File: src/rtl/core/adpcm4_pkg.sv
`timescale 1ns / 1ps
// ----------------------------------------------------------------------------
// adpcm4_pkg
// Shared types and constants for the leaky 4-bit ADPCM decoder.
// ----------------------------------------------------------------------------
package adpcm4_pkg;

  // Step size limits and reload value
  localparam logic [14:0] StepMin = 15'h007f;
  localparam logic [14:0] StepMax = 15'h6000;

  // Saturation limits of the 16-bit sample
  localparam logic signed [15:0] SampleMax = 16'sh7fff;
  localparam logic signed [15:0] SampleMin = 16'sh8000;

  // One input word: a byte with two codes plus stream flags
  typedef struct packed {
    logic [7:0] code_byte;
    logic       stream_start;
    logic       stream_end;
  } in_item_t;

  // One output word: a decoded sample plus position flags
  typedef struct packed {
    logic signed [15:0] pcm_sample;
    logic               second_of_byte;
    logic               end_of_stream;
  } out_item_t;

  // One nibble command handed from the front to the back
  typedef struct packed {
    logic [3:0] code;
    logic       start;
    logic       second;
    logic       last;
  } nib_cmd_t;

  // Step rescale factor, applied as (step * factor) >> 8
  function automatic logic [9:0] step_scale(input logic [2:0] idx);
    logic [9:0] f;
    case (idx)
      3'd4:    f = 10'h133;
      3'd5:    f = 10'h199;
      3'd6:    f = 10'h200;
      3'd7:    f = 10'h266;
      default: f = 10'h0e6;
    endcase
    return f;
  endfunction

endpackage

File: src/rtl/core/adpcm4_front.sv
`timescale 1ns / 1ps
// ----------------------------------------------------------------------------
// adpcm4_front
// Accepts code bytes and splits each into two nibble commands, low first.
// ----------------------------------------------------------------------------
module adpcm4_front (
  input  logic                 clk_i,
  input  logic                 rst_ni,
  input  adpcm4_pkg::in_item_t in_item_i,
  input  logic                 in_valid_i,
  output logic                 in_stall_o,
  output adpcm4_pkg::nib_cmd_t cmd_o,
  output logic                 cmd_valid_o,
  input  logic                 cmd_stall_i
);
  import adpcm4_pkg::*;

  in_item_t hold_q;
  logic     full_q, full_d;
  logic     phase_q, phase_d;
  logic     push;
  logic     accept;

  // Push a nibble whenever a byte is held and the queue has room
  assign push        = full_q && !cmd_stall_i;
  assign in_stall_o  = full_q && !(phase_q && push);
  assign accept      = in_valid_i && !in_stall_o;
  assign cmd_valid_o = full_q;

  // Build the command for the current nibble
  always_comb begin
    cmd_o.code   = phase_q ? hold_q.code_byte[7:4] : hold_q.code_byte[3:0];
    cmd_o.start  = !phase_q && hold_q.stream_start;
    cmd_o.second = phase_q;
    cmd_o.last   = phase_q && hold_q.stream_end;
  end

  // Advance phase and occupancy
  always_comb begin
    full_d  = full_q;
    phase_d = phase_q;
    if (push) begin
      phase_d = !phase_q;
      if (phase_q) begin
        full_d = 1'b0;
      end
    end
    if (accept) begin
      full_d  = 1'b1;
      phase_d = 1'b0;
    end
  end

  always_ff @(posedge clk_i or negedge rst_ni) begin
    if (!rst_ni) begin
      full_q  <= 1'b0;
      phase_q <= 1'b0;
    end else begin
      full_q  <= full_d;
      phase_q <= phase_d;
    end
  end

  // Hold the accepted byte
  always_ff @(posedge clk_i) begin
    if (accept) begin
      hold_q <= in_item_i;
    end
  end

endmodule

File: src/rtl/core/adpcm4_fifo.sv
`timescale 1ns / 1ps
// ----------------------------------------------------------------------------
// adpcm4_fifo
// Short queue of nibble commands between the front and the back.
// ----------------------------------------------------------------------------
module adpcm4_fifo #(
  parameter int Depth = 4
) (
  input  logic                 clk_i,
  input  logic                 rst_ni,
  input  adpcm4_pkg::nib_cmd_t wr_cmd_i,
  input  logic                 wr_valid_i,
  output logic                 wr_stall_o,
  output adpcm4_pkg::nib_cmd_t rd_cmd_o,
  output logic                 rd_valid_o,
  input  logic                 rd_pop_i
);
  import adpcm4_pkg::*;

  localparam int AddrW = (Depth > 1) ? $clog2(Depth) : 1;
  localparam int CntW  = $clog2(Depth + 1);
  localparam logic [AddrW-1:0] LastAddr = AddrW'(Depth - 1);
  localparam logic [CntW-1:0]  FullCnt  = CntW'(Depth);

  nib_cmd_t         mem_q [Depth];
  logic [AddrW-1:0] wr_ptr_q, rd_ptr_q;
  logic [CntW-1:0]  cnt_q;
  logic             wr_en, rd_en;

  assign wr_stall_o = (cnt_q == FullCnt);
  assign rd_valid_o = (cnt_q != '0);
  assign wr_en      = wr_valid_i && !wr_stall_o;
  assign rd_en      = rd_pop_i && rd_valid_o;
  assign rd_cmd_o   = mem_q[rd_ptr_q];

  // Store incoming commands
  always_ff @(posedge clk_i) begin
    if (wr_en) begin
      mem_q[wr_ptr_q] <= wr_cmd_i;
    end
  end

  // Advance pointers and count
  always_ff @(posedge clk_i or negedge rst_ni) begin
    if (!rst_ni) begin
      wr_ptr_q <= '0;
      rd_ptr_q <= '0;
      cnt_q    <= '0;
    end else begin
      if (wr_en) begin
        wr_ptr_q <= (wr_ptr_q == LastAddr) ? '0 : wr_ptr_q + AddrW'(1);
      end
      if (rd_en) begin
        rd_ptr_q <= (rd_ptr_q == LastAddr) ? '0 : rd_ptr_q + AddrW'(1);
      end
      if (wr_en && !rd_en) begin
        cnt_q <= cnt_q + CntW'(1);
      end else if (rd_en && !wr_en) begin
        cnt_q <= cnt_q - CntW'(1);
      end
    end
  end

endmodule

File: src/rtl/core/adpcm4_back.sv
`timescale 1ns / 1ps
// ----------------------------------------------------------------------------
// adpcm4_back
// Decodes one nibble at a time on a shared multiplier and drives the output.
// ----------------------------------------------------------------------------
module adpcm4_back (
  input  logic                  clk_i,
  input  logic                  rst_ni,
  input  adpcm4_pkg::nib_cmd_t  cmd_i,
  input  logic                  cmd_valid_i,
  output logic                  cmd_pop_o,
  output adpcm4_pkg::out_item_t out_item_o,
  output logic                  out_valid_o,
  input  logic                  out_stall_i
);
  import adpcm4_pkg::*;

  typedef enum logic [3:0] {
    S_IDLE = 4'b0001,
    S_DIFF = 4'b0010,
    S_STEP = 4'b0100,
    S_DONE = 4'b1000
  } back_state_e;

  back_state_e        state_q, state_d;
  nib_cmd_t           cmd_q;
  logic [14:0]        step_q;
  logic signed [15:0] pred_q;
  logic [24:0]        prod_q;
  logic signed [15:0] sum_q;
  out_item_t          out_q;
  logic               out_valid_q;

  logic [9:0]         mul_b;
  logic [24:0]        mul_p;
  logic [15:0]        diff_mag;
  logic signed [17:0] pred_ext, sum_w;
  logic signed [15:0] sum_sat;
  logic [16:0]        step_raw;
  logic [14:0]        step_next;
  logic signed [24:0] sum_ext, decay_x, decay_y;
  logic signed [15:0] pred_next;
  logic               out_free;
  logic               finish;

  assign out_free    = !out_valid_q || !out_stall_i;
  assign finish      = (state_q == S_DONE) && out_free;
  assign cmd_pop_o   = (state_q == S_IDLE) && cmd_valid_i;
  assign out_item_o  = out_q;
  assign out_valid_o = out_valid_q;

  // Shared multiplier: odd magnitude first, then the rescale factor
  assign mul_b = (state_q == S_DIFF) ? {6'b0, cmd_q.code[2:0], 1'b1}
                                     : step_scale(cmd_q.code[2:0]);
  assign mul_p = {10'b0, step_q} * {15'b0, mul_b};

  // Add the difference, divided by 8 toward zero, and saturate
  always_comb begin
    diff_mag = prod_q[18:3];
    pred_ext = {{2{pred_q[15]}}, pred_q};
    if (cmd_q.code[3]) begin
      sum_w = pred_ext - $signed({2'b0, diff_mag});
    end else begin
      sum_w = pred_ext + $signed({2'b0, diff_mag});
    end
    if (sum_w > 18'sd32767) begin
      sum_sat = SampleMax;
    end else if (sum_w < -18'sd32768) begin
      sum_sat = SampleMin;
    end else begin
      sum_sat = sum_w[15:0];
    end
  end

  // Clamp the rescaled step size
  always_comb begin
    step_raw = prod_q[24:8];
    if (step_raw < {2'b0, StepMin}) begin
      step_next = StepMin;
    end else if (step_raw > {2'b0, StepMax}) begin
      step_next = StepMax;
    end else begin
      step_next = step_raw[14:0];
    end
  end

  // Decay by 254/256, truncating toward zero
  always_comb begin
    sum_ext = {{9{sum_q[15]}}, sum_q};
    decay_x = (sum_ext <<< 8) - (sum_ext <<< 1);
    decay_y = decay_x[24] ? (decay_x + 25'sd255) : decay_x;
    pred_next = decay_y[23:8];
  end

  // Sequence one nibble
  always_comb begin
    state_d = state_q;
    case (state_q)
      S_IDLE: begin
        if (cmd_valid_i) begin
          state_d = S_DIFF;
        end
      end
      S_DIFF:  state_d = S_STEP;
      S_STEP:  state_d = S_DONE;
      S_DONE: begin
        if (out_free) begin
          state_d = S_IDLE;
        end
      end
      default: state_d = S_IDLE;
    endcase
  end

  // Control and predictor state
  always_ff @(posedge clk_i or negedge rst_ni) begin
    if (!rst_ni) begin
      state_q     <= S_IDLE;
      step_q      <= StepMin;
      pred_q      <= '0;
      out_valid_q <= 1'b0;
    end else begin
      state_q <= state_d;
      if (cmd_pop_o && cmd_i.start) begin
        step_q <= StepMin;
        pred_q <= '0;
      end
      if (finish) begin
        step_q <= step_next;
        pred_q <= pred_next;
      end
      if (finish) begin
        out_valid_q <= 1'b1;
      end else if (!out_stall_i) begin
        out_valid_q <= 1'b0;
      end
    end
  end

  // Datapath registers
  always_ff @(posedge clk_i) begin
    if (cmd_pop_o) begin
      cmd_q <= cmd_i;
    end
    if (state_q == S_DIFF || state_q == S_STEP) begin
      prod_q <= mul_p;
    end
    if (state_q == S_STEP) begin
      sum_q <= sum_sat;
    end
    if (finish) begin
      out_q.pcm_sample     <= sum_q;
      out_q.second_of_byte <= cmd_q.second;
      out_q.end_of_stream  <= cmd_q.last;
    end
  end

  // Step size stays inside its clamp range
  a_step_range: assert property (@(posedge clk_i) disable iff (!rst_ni)
    (step_q >= StepMin) && (step_q <= StepMax))
    else $error("step size out of range");

  // A new output word is written only when a nibble finishes
  a_out_from_done: assert property (@(posedge clk_i) disable iff (!rst_ni)
    $rose(out_valid_q) |-> $past(state_q == S_DONE))
    else $error("output raised outside finish");

  // Commands are taken only while idle
  a_pop_idle: assert property (@(posedge clk_i) disable iff (!rst_ni)
    cmd_pop_o |=> (state_q == S_DIFF))
    else $error("pop without starting a nibble");

endmodule

File: src/rtl/core/adpcm_4bit_decoder_leaky_top.sv
`timescale 1ns / 1ps
// ----------------------------------------------------------------------------
// adpcm_4bit_decoder_leaky_top
// Leaky 4-bit ADPCM decoder: one code byte in, two 16-bit samples out.
// ----------------------------------------------------------------------------
//  Channel | Direction | Handshake            | Word
//  --------+-----------+----------------------+-------------------------------
//  in      | input     | in_valid_i/in_stall_o  | in_item_t (byte, start, end)
//  out     | output    | out_valid_o/out_stall_i| out_item_t (sample, flags)
//
//  In the back end each nibble makes two passes through the shared 15x10
//  multiplier, then saturate/decay; it takes no new nibble until then.
//  The front holds one byte and the nibble queue buffers QueueDepth commands.
//  Reset clears the predictor to 0 and the step size to 0x7f.
//  A stalled output holds the decoder in its finish step; the queue then fills
//  and the input stalls.
// ----------------------------------------------------------------------------
module adpcm_4bit_decoder_leaky_top #(
  parameter int QueueDepth = 4
) (
  input  logic                  clk_i,
  input  logic                  rst_ni,
  input  adpcm4_pkg::in_item_t  in_item_i,
  input  logic                  in_valid_i,
  output logic                  in_stall_o,
  output adpcm4_pkg::out_item_t out_item_o,
  output logic                  out_valid_o,
  input  logic                  out_stall_i
);
  import adpcm4_pkg::*;

  nib_cmd_t front_cmd, back_cmd;
  logic     front_valid, fifo_stall;
  logic     back_valid, back_pop;

  // Split bytes into nibble commands
  adpcm4_front u_front (
    .clk_i       (clk_i),
    .rst_ni      (rst_ni),
    .in_item_i   (in_item_i),
    .in_valid_i  (in_valid_i),
    .in_stall_o  (in_stall_o),
    .cmd_o       (front_cmd),
    .cmd_valid_o (front_valid),
    .cmd_stall_i (fifo_stall)
  );

  // Buffer nibble commands
  adpcm4_fifo #(
    .Depth (QueueDepth)
  ) u_fifo (
    .clk_i      (clk_i),
    .rst_ni     (rst_ni),
    .wr_cmd_i   (front_cmd),
    .wr_valid_i (front_valid),
    .wr_stall_o (fifo_stall),
    .rd_cmd_o   (back_cmd),
    .rd_valid_o (back_valid),
    .rd_pop_i   (back_pop)
  );

  // Decode nibbles
  adpcm4_back u_back (
    .clk_i       (clk_i),
    .rst_ni      (rst_ni),
    .cmd_i       (back_cmd),
    .cmd_valid_i (back_valid),
    .cmd_pop_o   (back_pop),
    .out_item_o  (out_item_o),
    .out_valid_o (out_valid_o),
    .out_stall_i (out_stall_i)
  );

endmodule

File: config.mk
export PLATFORM = sky130hd
export DESIGN_NAME = adpcm_4bit_decoder_leaky_top
export DESIGN_NICKNAME = d
export VERILOG_FILES = /design/src/rtl/core/adpcm4_pkg.sv /design/src/rtl/core/adpcm4_front.sv /design/src/rtl/core/adpcm4_fifo.sv /design/src/rtl/core/adpcm4_back.sv /design/src/rtl/core/adpcm_4bit_decoder_leaky_top.sv
export SDC_FILE = /design/constraint.sdc
export NUM_CORES = 1
export LEC_CHECK = 0
export BUFFER_PORTS_ARGS = -buffer_cell sky130_fd_sc_hd__buf_2
export CORE_ASPECT_RATIO = 1.5
export CORE_UTILIZATION = 58
export CTS_CLUSTER_DIAMETER = 50
export CTS_CLUSTER_SIZE = 30
export DETAILED_ROUTE_END_ITERATION = 7
export GPL_TIMING_DRIVEN = 0
export PLACE_DENSITY_LB_ADDON = 0.3
export SYNTH_ARGS = -nofsm -noshare
export SYNTH_HDL_FRONTEND = slang
export SYNTH_SLANG_ARGS = --single-unit
File: constraint.sdc
create_clock -name clk_i -period 6.35 [get_ports clk_i]
set_input_delay 0.9525 -clock clk_i [delete_from_list [all_inputs] [get_ports clk_i]]
set_output_delay 0.9525 -clock clk_i [all_outputs]
set_load 0.05 [all_outputs]
==> flow_metrics.tcl <==
set metrics [dict create \
    hp-class "flip-flop to flip-flop" \
    finalSetupViolCount 1 \
    ys_seq_area_share_pct 32.9 \
    async_flop_share_pct 31.0 \
    preCtsSetupSlack_ns -1.00 \
    synth_cell_types 86 \
    drive_above_1_share_pct 15.0 \
    endpoint "u_back.prod_q[24]$_DFFE_PN_" \
    worstHoldStart "u_back.cmd_q[0]$_DFFE_PP_" \
    io_buffers 33 \
    tightest_slew_ns 1.13 \
    synth.most_common_cell "inv_1" \
    grt_pass1_wl_mm 48.5 \
    r2r_slack_ns -0.03 \
    finalCriticalPeriod_ns 6.38 \
    path_cells "nor4b_4 > buf_6 > nand2b_4 > a21oi_4 > a21o_4 > clkbuf_16 > nand2_4 > fa_1 > inv_1 > fa_1 > fa_1 > fa_1 > inv_1 > fa_1 > inv_2 > ha_4 > a2111oi_4 > o21ai_2 > a311o_1 > o31ai_4 > o21ai_2 > a211o_1 > a21oi_2 > xnor2_1" \
    top_usage_layer "met2" \
    failed_checks "negative setup slack" \
    r2r-end "u_back.prod_q[24]$_DFFE_PN_" \
    fin_util_pct 67.0 \
    route.detailed.drc 0 \
    wl_per_cell_um 18.8 \
    synthDominantCellAreaShare_pct 23.9 \
    cts.path.max_buffers 2 \
    cts_sinks 145 \
    maxCapViolations 0 \
    syn_inst 1222 \
    crit_top_cell "fa_1" \
    crit_path_start_kind "flip-flop" \
    overflow 0 \
    setup_slack_ns -0.0331 \
    die_area_um2 22300 \
    ios 34 \
    syn_to_final_growth_pct 12.7 \
    cts-buffers-inserted 17 \
    antenna_left 0 \
    startpoint "u_back.state_q[0]$_DFFE_PN1P_" \
    critPathMaxFanout 7 \
    insertion_delay_ns 0.43 \
    gp_congestion 0.927 \
    h-tree-depth 4 \
    netlist_top_cells_area "edfxtp_1 24%, fa_1 17%, ha_1 9.8%" \
    vias 9313 \
    hold_ws_ns 0.422 \
    fin_cells 1585 \
    use_met3_pct 4.03 \
    ys_seq_elements 145 \
    drv_slew 0 \
    syn-num-nets 1438 \
    crit_required_ns 6.53 \
    cts.reportedPaths.clkPinSlew_ns 0.06 \
    viasPerCell 5.88 \
    synth-edff-count 100 \
    hold_violations 0 \
    dr.pass1.iters 5 \
    die_y_um 182 \
    whs_path_depth 0 \
    cp.arrival_ns 6.56 \
    critical_path_class "flip-flop to flip-flop" \
    cts_root_buffer "clkbuf_16" \
    wirelength_mm 29.7 \
    fmax_mhz 157 \
    core_um2 21100 \
    yosysWarnings 0 \
    dp.cells 1524 \
    yosysTopAreaCell "edfxtp_1" \
    crit_path_end_kind "flip-flop" \
    crit_path_max_incr_delay_ns 0.55 \
    cts_tree "yes" \
    grt_usage_pct 28.6 \
    avgSynthCellArea_um2 10.3 \
    std_cell_rows 65 \
    antenna_found_initial 0 \
    grt_use_met2_pct 53.1 \
    layout.nets 1520 \
    grt_pass1_vias 9843 \
    worst-r2r-cell-count 24 \
    max-slew-margin-rel_pct 24.7 \
    met1_usage_pct 30.7 \
    grt_max_degree 46 \
    syn_area_um2 12600 \
    rsz0062_at_grt "true" \
    yosys-top-cells-count "152 x inv_1, 134 x nand2_1, 104 x fa_1, 100 x edfxtp_1, 98 x ha_1" \
    diodes 0 \
    drtIter0Drc 397 \
    finalClockSkew_ns 0.0109 \
    initial_core_util_pct 59.4 \
    crit_path_top_delay_cell "dfstp_2" \
    dp_hpwl_mm 22.3 \
    fillers 1602 \
    outcome "finished, violations left" \
    synth_ff_type "edfxtp_1" \
    period_share_pct 101 \
    r2r_start "u_back.state_q[0]$_DFFE_PN1P_" \
    die_w_um 122 \
]
[logic make-up after synthesis]
family	after synthesis	share of synthesized area [%]
flip-flops	145	32.9
multiplexers	15	1.97
XOR/XNOR	83	5.85
AND/OR/NAND/NOR	359	14.4
buffers and inverters	188	5.72
adder cells (fa/ha/maj)	202	26.3
AO/OA/AOI/OAI	230	12.8
[flip-flops by register name, summed over array words and instances (netlist names)]
signal / count
u_fifo.mem_q: 28
u_back.prod_q: 22
u_back.out_item_o: 18
u_back.pred_q: 16
u_back.sum_q: 16
u_back.step_q: 15
u_front.hold_q: 10
u_back.cmd_q: 6
u_back.state_q: 4
u_fifo.cnt_q: 3
u_fifo.rd_ptr_q: 2
u_fifo.wr_ptr_q: 2
u_back.out_valid_o: 1
u_front.cmd_valid_o: 1
u_front.phase_q: 1
[per-layer routing]
| metal | part of all wire, % | routed length [um] | up-vias |
|---|---|---|---|
| met3 | 4.2 | 1250 | 85 |
| met1 | 37 | 10900 | 4623 |
| li1 | - | - | 4336 |
| met2 | 54 | 16100 | 269 |
| met4 | 5.0 | 1480 | 0 |
| met5 | 0 | 0 | - |
[cell type report]
type                    instances  area, um^2  share of cell area, %
plain buffers                  35         223                   1.57
clock buffers                  20         457                   3.22
clock inverters                12        98.8                  0.698
inverters                     152         571                   4.03
multi-input cells             889        7930                   56.0
flip-flops and latches        145        4140                   29.2
well taps                     268         335                   2.37
repair buffers                 64         414                   2.92
[repair_timing]
action	CTS	global route
resized for setup	51	19
setup endpoints to repair	13	7
hold buffers	0	0
buffers inserted	25	5
pin swaps	26	11
[metrics by stage]
step                TNS, ns  instance area (um^2)
finish              -0.0331                 14200
global route          -1.18                 14200
CTS                 -0.0741                 14100
detailed placement    -7.40                 13100
global placement      -6.77                 13100
floorplan                 0                 12600
[critical path: cells and delay by family (launching register included)]
kind | cells | cell delay [ns]
fa+ha+maj | 6 | 2.79
compound gates | 9 | 2.02
flops | 1 | 0.55
buf+inv | 5 | 0.44
xor+xnor | 1 | 0.09
simple gates | 3 | 0.25
[cells in the final DEF (no fill, tap or decap), types with 18 or more instances in the layout]
cell type,netlist,final
inv_1,152,146
nand2_1,134,132
fa_1,104,102
edfxtp_1,100,100
ha_1,98,93
nor2_1,59,56
xnor2_1,56,56
a21oi_1,59,54
and2_1,44,43
a21o_1,38,37
dfrtp_1,37,36
buf_2,1,34
o21ai_0,36,33
buf_4,1,32
nor3_1,30,28
xor2_1,26,26
clkbuf_16,0,18
[how the worst min path moves through the flow]
stage / end / slack [ns]
floorplan: u_back.out_item_o[0]$_DFFE_PP_ / 0.40
global placement: u_back.out_item_o[1]$_DFFE_PP_ / 0.40
detailed placement: u_back.out_item_o[0]$_DFFE_PP_ / 0.41
CTS: u_back.out_item_o[0]$_DFFE_PP_ / 0.42
global route: u_back.out_item_o[0]$_DFFE_PP_ / 0.43
finish: u_back.out_item_o[0]$_DFFE_PP_ / 0.42
Power is not shown: default switching activity piles up to over one toggle a cycle in this logic, so the estimate is an artifact.
